File: config.mk
export PLATFORM = sky130hd
export DESIGN_NAME = dms_ctrl
export DESIGN_NICKNAME = d
export VERILOG_FILES = /design/src/rtl/dms_pkg.sv /design/src/rtl/dms_ctrl.sv
export SDC_FILE = /design/constraint.sdc
export NUM_CORES = 1
export LEC_CHECK = 0
export BUFFER_PORTS_ARGS = -buffer_cell sky130_fd_sc_hd__clkbuf_2
export CORE_ASPECT_RATIO = 1.25
export CORE_MARGIN = 8
export CORE_UTILIZATION = 25
export CTS_CLUSTER_DIAMETER = 120
export DETAILED_ROUTE_END_ITERATION = 12
export SETUP_SLACK_MARGIN = 0.1
export SLEW_MARGIN = 20
export SYNTH_ARGS = -nofsm -noshare
export SYNTH_HDL_FRONTEND = slang
export SYNTH_SLANG_ARGS = --single-unit
File: constraint.sdc
create_clock -name i_clk -period 1.43 [get_ports i_clk]
set_input_delay 0.143 -clock i_clk [delete_from_list [all_inputs] [get_ports i_clk]]
set_output_delay 0.143 -clock i_clk [all_outputs]
set_load 0.01 [all_outputs]
File: src/rtl/dms_pkg.sv
// ----------------------------------------------------------------------------
// dms_pkg: shared types and constants of the multiplicity sum unit
// Holds the item kinds, register indexes, controller states and the
// command and status structs between controller and datapath.
// ----------------------------------------------------------------------------
package dms_pkg;

    localparam int unsigned WF_SAMPLES_DEF = 1024;

    localparam int unsigned KIND_W      = 2;
    localparam int unsigned CHAN_ID_W   = 7;
    localparam int unsigned CHAN_TYPE_W = 3;
    localparam int unsigned SAMPLE_W    = 16;
    localparam int unsigned RD_IDX_W    = 10;
    localparam int unsigned COUNT_W     = 8;
    localparam int unsigned CFG_IDX_W   = 3;
    localparam int unsigned CFG_DATA_W  = 10;

    typedef enum logic [KIND_W-1:0] {
        KIND_PULSE = 2'd0,
        KIND_EOC   = 2'd1,
        KIND_READ  = 2'd2,
        KIND_CLEAR = 2'd3
    } t_kind;

    typedef enum logic [CFG_IDX_W-1:0] {
        CFG_DESIRED_CHANNEL = 3'd0,
        CFG_WANTED_TYPE     = 3'd1,
        CFG_LOGIC_WIDTH     = 3'd2,
        CFG_PRE_SAMPLES     = 3'd3,
        CFG_POST_SAMPLES    = 3'd4
    } t_cfg_idx;

    typedef enum logic [3:0] {
        ST_INIT,
        ST_IDLE,
        ST_DECODE,
        ST_PSUM,
        ST_PCHK,
        ST_FILL,
        ST_ADD,
        ST_SCLR,
        ST_RDWAIT,
        ST_DONE
    } t_state;

    typedef struct packed {
        logic accept;
        logic pre;
        logic psum;
        logic pchk;
        logic addr_clr;
        logic addr_load;
        logic addr_inc;
        logic init_wr;
        logic fill_wr;
        logic add_rd;
        logic sclr_wr;
        logic rd_cap;
        logic push;
    } t_dp_cmd;

    typedef struct packed {
        t_kind kind;
        logic  match;
        logic  oor;
        logic  empty;
        logic  addr_last;
        logic  fill_last;
    } t_dp_status;

endpackage

File: src/rtl/dms_ctrl.sv
// ----------------------------------------------------------------------------
// dms_ctrl: sequencing state machine
// Steps each item through decode, window fill, bitmap add, store clear or
// store read, and hands finished results to the output register.
// ----------------------------------------------------------------------------
module dms_ctrl (
    input  logic                i_clk,
    input  logic                i_rst_n,
    input  logic                i_in_valid,
    output logic                o_in_ready,
    output logic                o_out_valid,
    input  logic                i_out_ready,
    input  dms_pkg::t_dp_status i_status,
    output dms_pkg::t_dp_cmd    o_cmd
);

    dms_pkg::t_state r_state, n_state;
    logic            r_out_valid;
    logic            out_free;

    assign out_free    = !r_out_valid || i_out_ready;
    assign o_in_ready  = (r_state == dms_pkg::ST_IDLE);
    assign o_out_valid = r_out_valid;

    always_ff @(posedge i_clk) begin
        if (!i_rst_n) begin
            r_state     <= dms_pkg::ST_INIT;
            r_out_valid <= 1'b0;
        end else begin
            r_state <= n_state;
            if (o_cmd.push) begin
                r_out_valid <= 1'b1;
            end else if (i_out_ready) begin
                r_out_valid <= 1'b0;
            end
        end
    end

    always_comb begin
        n_state = r_state;
        case (r_state)
            dms_pkg::ST_INIT: begin
                if (i_status.addr_last) n_state = dms_pkg::ST_IDLE;
            end
            dms_pkg::ST_IDLE: begin
                if (i_in_valid) n_state = dms_pkg::ST_DECODE;
            end
            dms_pkg::ST_DECODE: begin
                case (i_status.kind)
                    dms_pkg::KIND_PULSE: n_state = dms_pkg::ST_PSUM;
                    dms_pkg::KIND_EOC:   n_state = dms_pkg::ST_ADD;
                    dms_pkg::KIND_READ:  n_state = dms_pkg::ST_RDWAIT;
                    default:             n_state = dms_pkg::ST_SCLR;
                endcase
            end
            dms_pkg::ST_PSUM: n_state = dms_pkg::ST_PCHK;
            dms_pkg::ST_PCHK: begin
                if (!i_status.match || i_status.oor || i_status.empty) begin
                    n_state = dms_pkg::ST_DONE;
                end else begin
                    n_state = dms_pkg::ST_FILL;
                end
            end
            dms_pkg::ST_FILL: begin
                if (i_status.fill_last) n_state = dms_pkg::ST_DONE;
            end
            dms_pkg::ST_ADD, dms_pkg::ST_SCLR: begin
                if (i_status.addr_last) n_state = dms_pkg::ST_DONE;
            end
            dms_pkg::ST_RDWAIT: n_state = dms_pkg::ST_DONE;
            dms_pkg::ST_DONE: begin
                if (out_free) n_state = dms_pkg::ST_IDLE;
            end
            default: n_state = dms_pkg::ST_INIT;
        endcase
    end

    always_comb begin
        o_cmd = '0;
        case (r_state)
            dms_pkg::ST_INIT: begin
                o_cmd.init_wr  = 1'b1;
                o_cmd.addr_clr = i_status.addr_last;
                o_cmd.addr_inc = !i_status.addr_last;
            end
            dms_pkg::ST_IDLE: begin
                o_cmd.accept = i_in_valid;
            end
            dms_pkg::ST_DECODE: begin
                o_cmd.pre = 1'b1;
            end
            dms_pkg::ST_PSUM: begin
                o_cmd.psum = 1'b1;
            end
            dms_pkg::ST_PCHK: begin
                o_cmd.pchk      = 1'b1;
                o_cmd.addr_load = i_status.match && !i_status.oor && !i_status.empty;
            end
            dms_pkg::ST_FILL: begin
                o_cmd.fill_wr  = 1'b1;
                o_cmd.addr_inc = !i_status.fill_last;
            end
            dms_pkg::ST_ADD: begin
                o_cmd.add_rd   = 1'b1;
                o_cmd.addr_inc = !i_status.addr_last;
            end
            dms_pkg::ST_SCLR: begin
                o_cmd.sclr_wr  = 1'b1;
                o_cmd.addr_inc = !i_status.addr_last;
            end
            dms_pkg::ST_RDWAIT: begin
                o_cmd.rd_cap = 1'b1;
            end
            dms_pkg::ST_DONE: begin
                o_cmd.addr_clr = 1'b1;
                o_cmd.push     = out_free;
            end
            default: begin
                o_cmd = '0;
            end
        endcase
    end

endmodule

# Yosys cells after proc, flatten, opt, wreduce, memory -nomap -nowiden
# Index checks and enable logic that the tools add are counted.
# word_totals
mem_count	0
ramBits	0
register_bits	5
latchBits	0
rom_bits	0
elab_cells	58
# op_classes
reduce_logical	17
n_eq_ne	16
shifts	0
bitwise	0
n_div	0
n_mux	23
order_cmp	0
n_addsub	0
multipliers	0
# ops
op	n
4-bit one-hot mux with 9 select lines	1
4-bit 2-to-1 mux	6
4-bit by 3-bit == test with 1-bit output (second input constant)	4
1-bit 2-to-1 mux	13
4-bit one-hot mux with 3 select lines	1
2-bit inequality test (second input constant)	5
4-bit by 2-bit == test with 1-bit output (second input constant)	2
4-bit == test (second input constant)	2
1-bit logical NOT	6
5-bit AND reduction	1
4-bit by 1-bit == test with 1-bit output (second input constant)	1
4-bit logical NOT	1
1-bit one-hot mux with 2 select lines	2
1-bit logical OR	3
3-bit OR reduction	1
2-bit by 1-bit == test with 1-bit output (second input constant)	1
2-bit == test (second input constant)	1
1-bit logical AND	2
2-bit logical NOT	1
2-bit nonzero test	1
2-bit OR reduction	1

# Logic depth before layout (Yosys ltp)
# logic_depth
depth_word	5
mapped_depth	5
depth_no_buf	5

# Least setup slack after synthesis
# Ideal clock, no wire load.
# synth_path
path_kind	reg-to-output
startpoint	register r_state[2]
endpoint	output port o_cmd[8] (netlist name)
arrival_time_ns	1.256
stages_incl_launch_ff	4
path_slack_ns	0.031
path_cell_list	dfxtp_1 buf_2 nor4_1 a21o_1
# synth_lines
item	line	rtl
start, declared	dms_ctrl.sv:17	dms_pkg::t_state r_state, n_state;
start signal, assigned	dms_ctrl.sv:27	r_state <= dms_pkg::ST_INIT;
start signal, assigned	dms_ctrl.sv:30	r_state <= n_state;
end, declared	dms_ctrl.sv:14	output dms_pkg::t_dp_cmd o_cmd

# Final worst setup path
# layout_path
startpoint	register r_state[1]
endpoint	register r_state[1]
# layout_via
elab_chain_len	4
word_cells_on_any_way	18
cone_classes	14 x eq/ne; 1 x mux; 3 x reduce/logical
# layout_lines
item	line	rtl
4-bit by 3-bit == test with 1-bit output	dms_ctrl.sv:41	case (r_state)
2-bit OR reduction	dms_ctrl.sv:41	
2-bit inequality test (no source line)	-	
5-bit AND reduction (no source line)	-	
# Parallel ways exist; a longest one is shown, timed or not.
# A chain may end at the register's enable or synchronous reset.

==> flow_summary_export.csv <==
group,metric,value,unit
global_routing,grt_first_pass_wirelength,3.48,mm
floorplanning,die_h,67.6,um
timing,max_freq,0.654,GHz
synth,yosys.area_share.simple,35.5,%
critical_path,reg2regPathDepth,9,
power_and_ir_drop,ir_drop,403,uV
layout,stdcell_count,141,
synth,synthCells,69,
layout,nNetsFinal,136,
timing,slew_viol_final,0,
power_and_ir_drop,clock_power_share,21.4,%
critical_path,r2r_start,"r_state[1]",
floorplanning,io_pins,26,
timing,maxSlewHeadroom,76.6,%
timing,worst_slew_pin_slew,351,ps
clock_tree,cts-htree-levels,1,
worst_hold_path,min_from,"i_rst_n",
clock_tree,cts_sinks,5,
placed_design,dp_hpwl,1.39,mm
layout,drive_gt1_share,71.9,%
job,max-cap-violations,0,
critical_path,endpoint_kind,"flop",
timing,rsz0062_at_grt,"yes",
route,first_iter_violations,10,
layout,final_design_area_no_fill,1150,sq um
worst_hold_path,min_to,"r_state[1]",
critical_path,crit_required,1570,ps
power_and_ir_drop,pwr-share-seq,20.6,%
power_and_ir_drop,p_comb_share,58.0,%
clock_tree,cts_root_buf,"clkbuf_4",
timing,finalSetupViolCount,4,
synth,yosys.area_share.adder,7.06,%
floorplanning,num_rows,18,
synth,synth_compound_area_share,27.5,%
timing,hold_viol_final,0,
route,dr.pass1.iters,4,
placed_design,gp_congestion,0.887,
power_and_ir_drop,swShare,36.8,%
global_routing,overflow,0,
timing,fin_skew,4.51,ps
clock_tree,cts_tree,"yes",
synth,synth_area,532,sq um
global_routing,grt_usage,11.5,%
synth,synth_seq_cells,5,
route,via_per_inst,5.12,
synth,synthDistinctLibCells,31,
layout,n_antenna_cell,0,
global_routing,antenna_found_initial,0,
power_and_ir_drop,p_sw,0.000298,W
layout,num-fill-cells,179,
route,ant_nets,0,
outcome,status,"finished, violations left",
floorplanning,start_util,26.5,%
route,totalWireLength,2.15,mm
clock_tree,clockBufferDepth,2,
power_and_ir_drop,power.density,705,nW/um^2
placed_design,numPortBuffers,25,
synth,synth_top_family_by_area,"simple AND/OR/NAND/NOR gates",
critical_path,crit_path_start_kind,"flop",
power_and_ir_drop,p_int,0.000512,W
clock_tree,clk_pin_slew,50,ps
synth,synthesis.area_per_instance,7.71,sq um
route,drc,0,
outcome,violations,"setup timing",
placed_design,dpl_cell_area,744,sq um
critical_path,crit_arrival,1670,ps
synth,synth_warnings,0,
critical_path,r2r_end,"r_state[1]",
placed_design,dp_cells,121,
critical_path,critical_path_class,"reg2reg",
floorplanning,die_w,57.3,um
layout,final_cell_mix,"buf_6, clkbuf_2, buf_2, buf_4, nor2_1",
synth,synthMuxAreaShare,1.88,%
clock_tree,numCtsBuffers,3,
synth,syn-num-nets,83,
floorplanning,coreArea,2000,sq um
worst_hold_path,min_path_type,"in2reg",
critical_path,r2r_slack,-100,ps
timing,period_share,107,%
synth,seq_area_frac_synth,18.8,%
worst_hold_path,hold-path-cell-count,2,
synth,synth_xor_area_share,0,%
layout,area_delta_synth_final,116,%
layout,final_common_cell,"buf_6",
timing,fin_ws,-98.7,ps
critical_path,path_max_fanout,4,
global_routing,grt_max_degree,10,
timing,final.min_clock_period,1530,ps
floorplanning,dieArea,3870,sq um
global_routing,grt_pass1_vias,751,
route,num_vias,722,
clock_tree,clk_latency,250,ps
route,post_drt_wl_per_cell,15.3,um
power_and_ir_drop,leakage,0.552,nW
timing,fin_tns_setup,-317,ps
==> through the flow <==
step | hold WS, ps | total power, W | worst slack [ps] | util (%)
after detailed placement | 390 | 0.000431 | 59.1 | 37.1
after global placement | 396 | 0.000430 | 58.2 | 37.1
after global routing | 114 | 0.000867 | -142 | 57.3
after CTS | 118 | 0.000740 | -135 | 50.8
after floorplan | 285 | 0.000332 | 127 | -
final | 115 | 0.000810 | -98.7 | 57.3
==> critical path: stages, from the launching register on <==
cell and delay (ps):
dfxtp_2 320, buf_4 140, buf_6 130, nand2_4 70, a2bb2oi_4 150, a21oi_4 80, buf_4 130, buf_6 100
buf_6 110, o221a_1 190
==> layout make-up <==
type	count	area (sq um)	share of cell area [%]
Sequential cell	5	113	9.80
Clock buffer	4	26.3	2.29
Timing Repair Buffer	52	398	34.6
Inverter	6	22.5	1.96
Multi-Input combinational cell	54	564	49.1
Tap cell	20	25.0	2.18
==> cell usage after synthesis <==
| cell type | number | area share, % |
|---|---|---|
| a2bb2oi_2 | 1 | 2.8 |
| or3_1 | 1 | 1.2 |
| o221a_2 | 1 | 2.1 |
| dfxtp_1 | 5 | 19 |
| nor2_1 | 12 | 8.5 |
| o21ai_0 | 1 | 0.94 |
| nand2b_1 | 5 | 5.9 |
| a2111oi_2 | 2 | 5.6 |
| a21oi_4 | 1 | 3.1 |
| buf_6 | 1 | 2.1 |
| or3b_4 | 1 | 2.1 |
| nor3b_1 | 1 | 1.4 |
| mux2i_1 | 1 | 1.9 |
| nor2b_1 | 1 | 1.2 |
| o211a_1 | 1 | 1.9 |
| o22ai_1 | 1 | 1.2 |
| a21oi_1 | 3 | 2.8 |
| nor2_2 | 1 | 1.2 |
| a221oi_1 | 1 | 1.6 |
| a21o_1 | 1 | 1.4 |
| nand3_1 | 1 | 0.94 |
| inv_1 | 6 | 4.2 |
| and3_1 | 1 | 1.2 |
| nor4_1 | 2 | 2.4 |
| a32o_1 | 1 | 1.9 |
| nand2b_4 | 1 | 2.6 |
| nand2_1 | 2 | 1.4 |
| o221a_1 | 1 | 2.1 |
| ha_1 | 3 | 7.1 |
| buf_2 | 3 | 2.8 |
| nor3_1 | 6 | 5.6 |
==> state kept, by name, summed over array words and instances (netlist names) <==
name	cells
o_out_valid	1
r_state	4
==> timing repair <==
action	CTS	global route
setup endpoints to repair	16	17
gates cloned	0	0
gates resized for setup	40	27
pin swaps	13	5
hold buffers	0	0
buffers inserted	9	7
==> cells by family after synthesis <==
family / after synthesis
and+or+nand+nor: 35
DFF: 5
adders and majority gates: 3
AOI/OAI and AO/OA: 15
muxes: 1
buffers and inverters: 10
==> power by group through the flow <==
| stage | Clock, W | Sequential [W] | Combinational (W) |
|---|---|---|---|
| 6_report | 0.000173 | 0.000167 | 0.000470 |
| 4_1_cts | 0.000174 | 0.000167 | 0.000400 |
| 5_1_grt | 0.000199 | 0.000168 | 0.000501 |
| 3_5_place_dp | 0 | 0.000165 | 0.000266 |
| 2_1_floorplan | 0 | 0.000164 | 0.000169 |
| 3_3_place_gp | 0 | 0.000165 | 0.000266 |
==> worst max-delay path by stage <==
stage,start,slack (ps),to,cells past startpoint
2_1_floorplan,r_state[1],130,r_state[1],4
3_3_place_gp,r_state[1],60,o_cmd[6],4
3_5_place_dp,r_state[1],60,o_cmd[6],4
4_1_cts,r_state[1],-140,o_cmd[6],4
5_1_grt,r_state[1],-140,o_cmd[6],4
6_report,r_state[1],-100,r_state[1],9
==> metal layers <==
layer  vias up  global-route usage, %  routed length [um]
met5         -                      0                   0
met4         0                   6.58                  49
met3         5                   4.94                 158
met2        23                   19.1                1110
met1       338                   12.0                 832
li1        356                      -                   -
(Power assumes the default switching activity.)
